--- src/rtl/core/ptb_pkg.sv ---
// ----------------------------------------------------------------------------
// ptb_pkg: shared types, constants and helpers for the beat trigger
// Holds field widths, register indexes, result codes and the small
// functions used by the sequencer.
// ----------------------------------------------------------------------------
`default_nettype none

package ptb_pkg;

	// Musical constants.
	localparam int TicksPerQuarter = 96;
	localparam int MaxBarBeats     = 16;

	// Field and datapath widths.
	localparam int LenW   = 5;
	localparam int PatW   = 15;
	localparam int RateW  = 12;
	localparam int TickW  = 32;
	localparam int BeatW  = 4;
	localparam int LevelW = 2;
	localparam int TotW   = 11;                 // up to 16*96 = 1536
	localparam int DvdW   = TickW + 4;          // scaled tick, 36 bits
	localparam int StepW  = 6;                  // up to DvdW iterations
	localparam int PosW   = 15;                 // remainder * bar length
	localparam int ProdW  = TickW + RateW;
	localparam int AddrW  = 5;
	localparam int DataW  = 32;

	// Register indexes on the configuration port.
	localparam logic [2:0] REG_ENABLED    = 3'd0;
	localparam logic [2:0] REG_IS_PRIMARY = 3'd1;
	localparam logic [2:0] REG_BAR_LEN    = 3'd2;
	localparam logic [2:0] REG_PBAR_LEN   = 3'd3;
	localparam logic [2:0] REG_PATTERN    = 3'd4;
	localparam logic [2:0] REG_RATE       = 3'd5;

	// Opcodes of an input request.
	localparam logic OP_TICK    = 1'b0;
	localparam logic OP_RESTART = 1'b1;

	// Result levels.
	localparam logic [LevelW-1:0] BEAT_SILENT = 2'd0;
	localparam logic [LevelW-1:0] BEAT_WEAK   = 2'd1;
	localparam logic [LevelW-1:0] BEAT_ACCENT = 2'd2;

	// Division iteration counts.
	localparam logic [StepW-1:0] StepsPrimary = StepW'(TickW);
	localparam logic [StepW-1:0] StepsEff     = StepW'(DvdW);
	localparam logic [StepW-1:0] StepsPos     = StepW'(PosW);

	// Configuration register set.
	typedef struct packed {
		logic              enabled;
		logic              is_primary;
		logic [LenW-1:0]   bar_length;
		logic [LenW-1:0]   primary_bar_length;
		logic [PatW-1:0]   pattern;
		logic [RateW-1:0]  rate_multiplier;
	} cfg_t;

	// Command to the shared divider.
	typedef struct packed {
		logic              start;
		logic [StepW-1:0]  steps;
		logic [DvdW-1:0]   dividend;
		logic [TotW-1:0]   divisor;
	} div_ctrl_t;

	// Status from the shared divider.
	typedef struct packed {
		logic              done;
		logic [BeatW-1:0]  quo;
		logic [TotW-1:0]   rem;
	} div_stat_t;

	// Saturate a bar length to the largest bar.
	function automatic logic [LenW-1:0] clamp_len(input logic [LenW-1:0] v);
		clamp_len = (v > LenW'(MaxBarBeats)) ? LenW'(MaxBarBeats) : v;
	endfunction

	// Ticks in one primary bar.
	function automatic logic [TotW-1:0] total_of(input logic [LenW-1:0] plen);
		total_of = TotW'(plen) * TotW'(TicksPerQuarter);
	endfunction

	// Accent on the downbeat, otherwise weak where the pattern bit is set.
	function automatic logic [LevelW-1:0] level_of(input logic [PatW-1:0] pat,
		input logic [BeatW-1:0] beat);
		logic [BeatW-1:0] idx;
		idx = beat - BeatW'(1);
		if (beat == '0) begin
			level_of = BEAT_ACCENT;
		end else if (idx < BeatW'(PatW) && pat[idx]) begin
			level_of = BEAT_WEAK;
		end else begin
			level_of = BEAT_SILENT;
		end
	endfunction

endpackage

`default_nettype wire

--- src/rtl/core/ptb_cfg.sv ---
// ----------------------------------------------------------------------------
// ptb_cfg: configuration registers
// APB-style register file with zero-wait writes and combinational reads.
// ----------------------------------------------------------------------------
`default_nettype none

module ptb_cfg import ptb_pkg::*; (
	input  wire logic             clk,
	input  wire logic             arst_n,
	input  wire logic             psel,
	input  wire logic             penable,
	input  wire logic             pwrite,
	input  wire logic [AddrW-1:0] paddr,
	input  wire logic [DataW-1:0] pwdata,
	output logic      [DataW-1:0] prdata,
	output cfg_t                  cfg
);

	cfg_t       cfg_q;
	logic       wr_en;
	logic [2:0] idx;

	assign idx   = paddr[AddrW-1:2];
	assign wr_en = psel && penable && pwrite;
	assign cfg   = cfg_q;

	// Register writes in the access phase.
	always_ff @(posedge clk or negedge arst_n) begin
		if (!arst_n) begin
			cfg_q.enabled            <= 1'b1;
			cfg_q.is_primary         <= 1'b1;
			cfg_q.bar_length         <= LenW'(4);
			cfg_q.primary_bar_length <= LenW'(4);
			cfg_q.pattern            <= '0;
			cfg_q.rate_multiplier    <= RateW'(256);
		end else if (wr_en) begin
			unique case (idx)
				REG_ENABLED:    cfg_q.enabled            <= pwdata[0];
				REG_IS_PRIMARY: cfg_q.is_primary         <= pwdata[0];
				REG_BAR_LEN:    cfg_q.bar_length         <= pwdata[LenW-1:0];
				REG_PBAR_LEN:   cfg_q.primary_bar_length <= pwdata[LenW-1:0];
				REG_PATTERN:    cfg_q.pattern            <= pwdata[PatW-1:0];
				REG_RATE:       cfg_q.rate_multiplier    <= pwdata[RateW-1:0];
				default: ;
			endcase
		end
	end

	// Read back.
	always_comb begin
		unique case (idx)
			REG_ENABLED:    prdata = DataW'(cfg_q.enabled);
			REG_IS_PRIMARY: prdata = DataW'(cfg_q.is_primary);
			REG_BAR_LEN:    prdata = DataW'(cfg_q.bar_length);
			REG_PBAR_LEN:   prdata = DataW'(cfg_q.primary_bar_length);
			REG_PATTERN:    prdata = DataW'(cfg_q.pattern);
			REG_RATE:       prdata = DataW'(cfg_q.rate_multiplier);
			default:        prdata = '0;
		endcase
	end

endmodule

`default_nettype wire

--- src/rtl/core/ptb_div.sv ---
// ----------------------------------------------------------------------------
// ptb_div: shared radix-2 restoring divider
// Takes a left-aligned dividend and produces one quotient bit per cycle
// for a programmable number of steps; done pulses with the final result.
// ----------------------------------------------------------------------------
`default_nettype none

module ptb_div import ptb_pkg::*; (
	input  wire logic clk,
	input  wire logic arst_n,
	input  div_ctrl_t ctrl,
	output div_stat_t stat
);

	logic [StepW-1:0] cnt_q;
	logic             done_q;
	logic [DvdW-1:0]  dvd_q;
	logic [TotW-1:0]  dsr_q;
	logic [TotW-1:0]  rem_q;
	logic [BeatW-1:0] quo_q;
	logic [TotW:0]    trial;
	logic             ge;

	// One trial subtraction per cycle.
	assign trial = {rem_q, dvd_q[DvdW-1]};
	assign ge    = trial >= {1'b0, dsr_q};

	// Iteration control.
	always_ff @(posedge clk or negedge arst_n) begin
		if (!arst_n) begin
			cnt_q  <= '0;
			done_q <= 1'b0;
		end else if (ctrl.start) begin
			cnt_q  <= ctrl.steps;
			done_q <= 1'b0;
		end else if (cnt_q != '0) begin
			cnt_q  <= cnt_q - StepW'(1);
			done_q <= (cnt_q == StepW'(1));
		end else begin
			done_q <= 1'b0;
		end
	end

	// Datapath registers.
	always_ff @(posedge clk) begin
		if (ctrl.start) begin
			dvd_q <= ctrl.dividend;
			dsr_q <= ctrl.divisor;
			rem_q <= '0;
			quo_q <= '0;
		end else if (cnt_q != '0) begin
			dvd_q <= {dvd_q[DvdW-2:0], 1'b0};
			rem_q <= ge ? TotW'(trial - {1'b0, dsr_q}) : trial[TotW-1:0];
			quo_q <= {quo_q[BeatW-2:0], ge};
		end
	end

	assign stat.done = done_q;
	assign stat.quo  = quo_q;
	assign stat.rem  = rem_q;

endmodule

`default_nettype wire

--- src/rtl/core/polyrhythm_beat_trigger_unit.sv ---
// ----------------------------------------------------------------------------
// polyrhythm_beat_trigger_unit: per-tick beat level decision
// Sequencer around one shared divider that finds the beat of each tick
// in plain modulo mode or scaled polyrhythm mode, with trigger dedupe.
//
//   Channel   Direction  Payload
//   s_*       in         tuser: opcode; tdata: tick[31:0]
//   m_*       out        tdata: beat_state[1:0], beat_position[5:2]
//   APB       in/out     six registers at byte addresses 0x00..0x14
//
// A restart or a disabled channel goes straight from the decision to the
// final state. The radix-2 divider runs 32 steps in plain mode, or 36 plus
// 15 steps in polyrhythm mode. The block takes a new request while its last
// result still waits on m_tready. Reset clears the trigger memory and loads
// the register defaults.
// ----------------------------------------------------------------------------
`default_nettype none

module polyrhythm_beat_trigger_unit import ptb_pkg::*; (
	input  wire logic             clk,
	input  wire logic             arst_n,
	// Input stream.
	input  wire logic             s_tvalid,
	output logic                  s_tready,
	input  wire logic [TickW-1:0] s_tdata,   // tick[31:0]
	input  wire logic             s_tuser,   // opcode
	// Output stream.
	output logic                  m_tvalid,
	input  wire logic             m_tready,
	output logic      [7:0]       m_tdata,   // beat_state[1:0], beat_position[5:2], zero
	// Configuration port.
	input  wire logic             psel,
	input  wire logic             penable,
	input  wire logic             pwrite,
	input  wire logic [AddrW-1:0] paddr,
	input  wire logic [DataW-1:0] pwdata,
	output logic      [DataW-1:0] prdata,
	output logic                  pready
);

	typedef enum logic [10:0] {
		ST_IDLE   = 11'b000_0000_0001,
		ST_DECIDE = 11'b000_0000_0010,
		ST_MUL    = 11'b000_0000_0100,
		ST_DIVP   = 11'b000_0000_1000,
		ST_WAITP  = 11'b000_0001_0000,
		ST_DIVA   = 11'b000_0010_0000,
		ST_WAITA  = 11'b000_0100_0000,
		ST_DIVB   = 11'b000_1000_0000,
		ST_WAITB  = 11'b001_0000_0000,
		ST_EVAL   = 11'b010_0000_0000,
		ST_FIN    = 11'b100_0000_0000
	} state_t;

	state_t            state_q;
	cfg_t              cfg;
	div_ctrl_t         div_ctrl;
	div_stat_t         div_stat;

	logic              op_q;
	logic [TickW-1:0]  tick_q;
	logic [LenW-1:0]   len_q;
	logic [TotW-1:0]   total_q;
	logic [ProdW-1:0]  prod_q;
	logic [PosW-1:0]   pos_q;
	logic [BeatW-1:0]  beat_q;
	logic [TotW-1:0]   rem_q;
	logic [LevelW-1:0] level_q;

	logic [BeatW-1:0]  last_beat_q;
	logic              last_valid_q;
	logic [TickW-1:0]  last_tick_q;

	logic              m_tvalid_q;
	logic [7:0]        m_tdata_q;

	logic [LenW-1:0]   len_c;
	logic [LenW-1:0]   plen_c;
	logic [PosW-1:0]   rem20;
	logic [PosW-1:0]   total19;
	logic [TickW-1:0]  tick_gap;
	logic              in_window;
	logic              fire;
	logic              out_free;

	ptb_cfg u_cfg (
		.clk     (clk),
		.arst_n  (arst_n),
		.psel    (psel),
		.penable (penable),
		.pwrite  (pwrite),
		.paddr   (paddr),
		.pwdata  (pwdata),
		.prdata  (prdata),
		.cfg     (cfg)
	);

	ptb_div u_div (
		.clk    (clk),
		.arst_n (arst_n),
		.ctrl   (div_ctrl),
		.stat   (div_stat)
	);

	assign pready   = 1'b1;
	assign s_tready = (state_q == ST_IDLE);
	assign m_tvalid = m_tvalid_q;
	assign m_tdata  = m_tdata_q;
	assign out_free = !m_tvalid_q || m_tready;

	assign len_c  = clamp_len(cfg.bar_length);
	assign plen_c = clamp_len(cfg.primary_bar_length);

	// Divider commands are issued for one cycle from the start states.
	always_comb begin
		div_ctrl.start    = 1'b0;
		div_ctrl.steps    = StepsPrimary;
		div_ctrl.dividend = {tick_q, 4'b0000};
		div_ctrl.divisor  = TotW'(len_q);
		unique case (state_q)
			ST_DIVP: begin
				div_ctrl.start = 1'b1;
			end
			ST_DIVA: begin
				div_ctrl.start    = 1'b1;
				div_ctrl.steps    = StepsEff;
				div_ctrl.dividend = prod_q[ProdW-1:8];
				div_ctrl.divisor  = total_q;
			end
			ST_DIVB: begin
				div_ctrl.start    = 1'b1;
				div_ctrl.steps    = StepsPos;
				div_ctrl.dividend = {pos_q, (DvdW-PosW)'(0)};
				div_ctrl.divisor  = total_q;
			end
			default: ;
		endcase
	end

	// Edge window and dedupe test on the registered beat and remainder.
	assign rem20     = PosW'(rem_q) * PosW'(20);
	assign total19   = PosW'(total_q) * PosW'(19);
	assign tick_gap  = tick_q - last_tick_q;
	assign in_window = (rem20 < PosW'(total_q)) || (rem20 > total19);
	assign fire      = in_window && (!last_valid_q || beat_q != last_beat_q ||
		tick_gap > TickW'(total_q[TotW-1:1]));

	// Sequencer and trigger memory.
	always_ff @(posedge clk or negedge arst_n) begin
		if (!arst_n) begin
			state_q      <= ST_IDLE;
			last_beat_q  <= '0;
			last_valid_q <= 1'b0;
			last_tick_q  <= '0;
			m_tvalid_q   <= 1'b0;
		end else begin
			// A taken result drops here unless the final state reloads it.
			if (m_tvalid_q && m_tready && state_q != ST_FIN) begin
				m_tvalid_q <= 1'b0;
			end
			unique case (state_q)
				ST_IDLE: begin
					if (s_tvalid) begin
						state_q <= ST_DECIDE;
					end
				end
				ST_DECIDE: begin
					if (op_q == OP_RESTART) begin
						last_beat_q  <= '0;
						last_valid_q <= 1'b0;
						last_tick_q  <= '0;
						state_q      <= ST_FIN;
					end else if (!cfg.enabled || len_q == '0) begin
						state_q <= ST_FIN;
					end else if (cfg.is_primary) begin
						state_q <= ST_DIVP;
					end else if (plen_c == '0) begin
						state_q <= ST_FIN;
					end else begin
						state_q <= ST_MUL;
					end
				end
				ST_MUL:   state_q <= ST_DIVA;
				ST_DIVP:  state_q <= ST_WAITP;
				ST_WAITP: begin
					if (div_stat.done) begin
						state_q <= ST_FIN;
					end
				end
				ST_DIVA:  state_q <= ST_WAITA;
				ST_WAITA: begin
					if (div_stat.done) begin
						state_q <= ST_DIVB;
					end
				end
				ST_DIVB:  state_q <= ST_WAITB;
				ST_WAITB: begin
					if (div_stat.done) begin
						state_q <= ST_EVAL;
					end
				end
				ST_EVAL: begin
					if (fire) begin
						last_beat_q  <= beat_q;
						last_valid_q <= 1'b1;
						last_tick_q  <= tick_q;
					end
					state_q <= ST_FIN;
				end
				ST_FIN: begin
					if (out_free) begin
						m_tvalid_q <= 1'b1;
						state_q    <= ST_IDLE;
					end
				end
				default: state_q <= ST_IDLE;
			endcase
		end
	end

	// Datapath registers.
	always_ff @(posedge clk) begin
		unique case (state_q)
			ST_IDLE: begin
				op_q    <= s_tuser;
				tick_q  <= s_tdata;
				len_q   <= len_c;
				total_q <= total_of(plen_c);
			end
			ST_DECIDE: begin
				beat_q  <= '0;
				level_q <= BEAT_SILENT;
			end
			ST_MUL: begin
				prod_q <= ProdW'(tick_q) * ProdW'(cfg.rate_multiplier);
			end
			ST_WAITP: begin
				if (div_stat.done) begin
					beat_q  <= div_stat.rem[BeatW-1:0];
					level_q <= level_of(cfg.pattern, div_stat.rem[BeatW-1:0]);
				end
			end
			ST_WAITA: begin
				if (div_stat.done) begin
					pos_q <= PosW'(div_stat.rem) * PosW'(len_q);
				end
			end
			ST_WAITB: begin
				if (div_stat.done) begin
					beat_q <= div_stat.quo;
					rem_q  <= div_stat.rem;
				end
			end
			ST_EVAL: begin
				level_q <= fire ? level_of(cfg.pattern, beat_q) : BEAT_SILENT;
			end
			ST_FIN: begin
				if (out_free) begin
					m_tdata_q <= {2'b00, beat_q, level_q};
				end
			end
			default: ;
		endcase
	end

endmodule

`default_nettype wire
--- config.mk ---
export PLATFORM = sky130hd
export DESIGN_NAME = polyrhythm_beat_trigger_unit
export DESIGN_NICKNAME = d
export VERILOG_FILES = /design/src/rtl/core/ptb_pkg.sv /design/src/rtl/core/ptb_cfg.sv /design/src/rtl/core/ptb_div.sv /design/src/rtl/core/polyrhythm_beat_trigger_unit.sv
export SDC_FILE = /design/constraint.sdc
export NUM_CORES = 2
export LEC_CHECK = 0
export BUFFER_PORTS_ARGS = -buffer_cell sky130_fd_sc_hd__buf_2
export CORE_MARGIN = 2
export CORE_UTILIZATION = 45
export DETAILED_ROUTE_END_ITERATION = 8
export GPL_ROUTABILITY_DRIVEN = 0
export GPL_TIMING_DRIVEN = 0
export PLACE_DENSITY = 0.6
export SYNTH_ARGS = -nofsm -noshare
export SYNTH_HDL_FRONTEND = slang
export SYNTH_SLANG_ARGS = --single-unit
--- constraint.sdc ---
create_clock -name clk -period 10.7 [get_ports clk]
set_clock_uncertainty 0.15 [all_clocks]
set_input_delay 1.605 -clock clk [delete_from_list [all_inputs] [get_ports clk]]
set_output_delay 1.605 -clock clk [all_outputs]
set_load 0.03 [all_outputs]
==> impl_metrics.yaml <==
drt:
  drc_errors: 0
  antenna_left: 0
  vias_per_cell: 5.45
  dr.pass1.iters: 8
  wl_per_cell_um: 20.0
  drtIter0Drc: 1588
  vias: 21900
  postRouteWirelength_um: 80300
worst_setup_path:
  worst_setup_path_end_kind: "register"
  cp_max_fo: 10
  worstPathRequired_ns: 10.83
  crit_arrival_ns: 8.60
  cp_top_family: "adder cells"
  critical_path.startpoint_type: "register"
  critPathKind: "reg2reg"
  crit_slowest_cell: "a2111oi_0"
  cp_num_buf_inv: 5
  crit_chain: "clkbuf_1 > clkbuf_1 > nand2_1 > fa_1 > fa_1 > fa_1 > inv_1 > fa_1 > inv_1 > fa_1 > inv_1 > ha_1 > nand4_1 > nor4_1 > o21ai_0 > a21boi_0 > o21a_1 > o21ai_0 > a2111oi_0 > o21ai_0 > o311ai_0"
  cp_slowest_stage_delay_ns: 0.67
  critPathMostFrequentCell: "fa_1"
synth:
  synth_top_area_cell: "fa_1"
  ys_ff_latch: 275
  yosysWarnings: 0
  synth.distinct_cells: 81
  seq_area_frac_synth: 0.267
  ys_dominant_reg_cell: "edfxtp_1"
  avgSynthCellArea_um2: 9.55
  async_flop_share: 0.345
  synth_area_mm2: 0.0286
  synthTopCellsByArea: "fa_1 (23%), edfxtp_1 (17%), ha_1 (9.1%)"
  yosysTopAreaCellShare: 0.231
  synth-edff-count: 165
  syn_inst: 2998
cts:
  worstSkewPairLatency_ns: 0.54
  numCtsBuffers: 34
  h-tree-depth: 2
  cts_resized: 0
  cts_setup_buffers: 0
  clock-sinks: 275
  clk_pin_slew_ns: 0.05
  cts_tree: "built"
  holdBufCountCts: 0
  clock_path_buffers: 3
  root_buffer: "clkbuf_16"
sta:
  finalMaxSlewViolations: 0
  timing.fmax_mhz: 118
  timing.hold.ws_ns: 0.284
  hold_viol: 0
  fin_tns_setup_ns: 0
  rsz0062_at_grt: "false"
  min_period_ns: 8.47
  relSlewSlack: 0.184
  fin_crit_sh: 0.791
  setup_viol: 0
  worst_pin_slew_ns: 1.22
final_layout:
  drive_gt1_frac: 0.0740
  final_util: 0.498
  regArea_mm2: 0.00764
  finalNetCount: 3753
  fillers: 5920
  postLayoutCellArea_mm2: 0.0313
  multiInputGateArea_mm2: 0.0186
  syn_to_final_growth_pct: 9.44
grt:
  track_usage: 0.248
  grt_max_degree: 67
  grt_pass1_wl_um: 127000
  grt_pass1_vias: 22600
  overflow: 0
  antenna_found_initial: 3
place:
  dp_hpwl_um: 65000
  numPortBuffers: 79
  place_area_mm2: 0.0302
min_path:
  hp-class: "reg2reg"
die:
  row_count: 92
  core-area_mm2: 0.0630
  dieWidth_um: 256
  ioPinCount: 120
  die_y_um: 256
  die_area_mm2: 0.0657
  start_util: 0.455
flow_run:
  maxCapViolations: 0
run_status:
  status: "complete, no violations"
==> final timing paths <==
| path | startpoint | end | slack, ns | depth (start not counted) |
|---|---|---|---|---|
| max in group asynchronous | arst_n | last_tick_q[15] | 8.82 | 2 |
| worst min register to register | level_q[1] | m_tdata[1] | 0.28 | 0 |
| worst min-delay path | level_q[1] | m_tdata[1] | 0.28 | 0 |
| min in group asynchronous | arst_n | u_cfg.cfg[28] | 0.86 | 1 |
| worst max register to register | u_cfg.cfg[4] | prod_q[29] | 2.23 | 21 |
| worst max-delay path | u_cfg.cfg[4] | prod_q[29] | 2.23 | 21 |
==> per-stage QoR <==
stage,worst slack [ns],std cells
after floorplan,4.36,3016
after detailed placement,2.25,3946
after global routing,1.84,4008
after CTS,2.20,4008
final,2.23,4009
after global placement,2.38,3941
==> cells in the final DEF, fill, tap and decap left out, types with 18 or more instances in the layout <==
master | synthesis | routed
inv_1 | 470 | 469
nand2_1 | 416 | 415
fa_1 | 331 | 331
ha_1 | 209 | 209
edfxtp_1 | 165 | 165
and2_1 | 159 | 159
clkbuf_1 | 134 | 140
a21oi_1 | 128 | 128
nor2_1 | 120 | 120
o21ai_0 | 89 | 89
dfrtp_1 | 89 | 89
buf_2 | 3 | 81
xnor2_1 | 61 | 61
nor2b_1 | 59 | 59
mux2i_1 | 45 | 45
mux2_2 | 42 | 42
a21o_1 | 40 | 40
a32o_1 | 35 | 35
clkbuf_16 | 0 | 34
xor2_1 | 25 | 25
nand3_1 | 25 | 25
o21bai_1 | 23 | 23
nand4_1 | 23 | 23
nor3_1 | 23 | 23
buf_4 | 20 | 21
conb_1 | 2 | 20
o21a_1 | 18 | 18
==> Yosys cell counts (13+ instances only) <==
master,instances
a22o_1,17
xor2_1,25
ha_1,209
mux2_2,42
nor3_1,23
nand3_1,25
a211oi_1,13
fa_1,331
nor2_1,120
xnor2_1,61
inv_1,470
o21bai_1,23
a32o_1,35
o21ai_0,89
a21o_1,40
edfxtp_1,165
dfxtp_1,15
and2_1,159
nand2_1,416
nor2b_1,59
nand4_1,23
clkbuf_1,134
o21a_1,18
dfrtp_1,89
buf_4,20
mux2i_1,45
a21oi_1,128
==> per-layer routing <==
metal	vias up	track usage	share of wire
met5	-	0	0
met4	0	0.0773	0.030
met3	146	0.0484	0.069
met2	683	0.410	0.47
met1	11000	0.329	0.43
li1	10100	-	-
==> final cells by class <==
type	instances	share of cell area
multi-input combinational	2108	0.594
sequential	275	0.244
inverter	470	0.0563
tap	846	0.0338
clock buffer	40	0.0279
buffer	163	0.0225
timing repair buffer	84	0.0154
clock inverter	22	0.00667
antenna	1	0.0000799
==> cell families after synthesis <==
family,synth area share
AOI/OAI and AO/OA,0.104
buffers and inverters,0.0863
DFF,0.267
xor gates and xnor gates,0.0263
and+or+nand+nor,0.156
muxes,0.0382
adders and majority gates,0.323
other,0.000262
==> registers in the layout, summed over array words and instances (netlist names), 11 cells and up <==
signal	cells
prod_q	36
tick_q	32
u_div.dvd_q	36
last_tick_q	32
rem_q	11
u_cfg.cfg	39
u_div.dsr_q	11
state_q	11
pos_q	15
u_div.rem_q	11
Power is left out: the tool's default activity adds up to more than one toggle a clock period on the data nets, which glitch-free logic cannot reach.
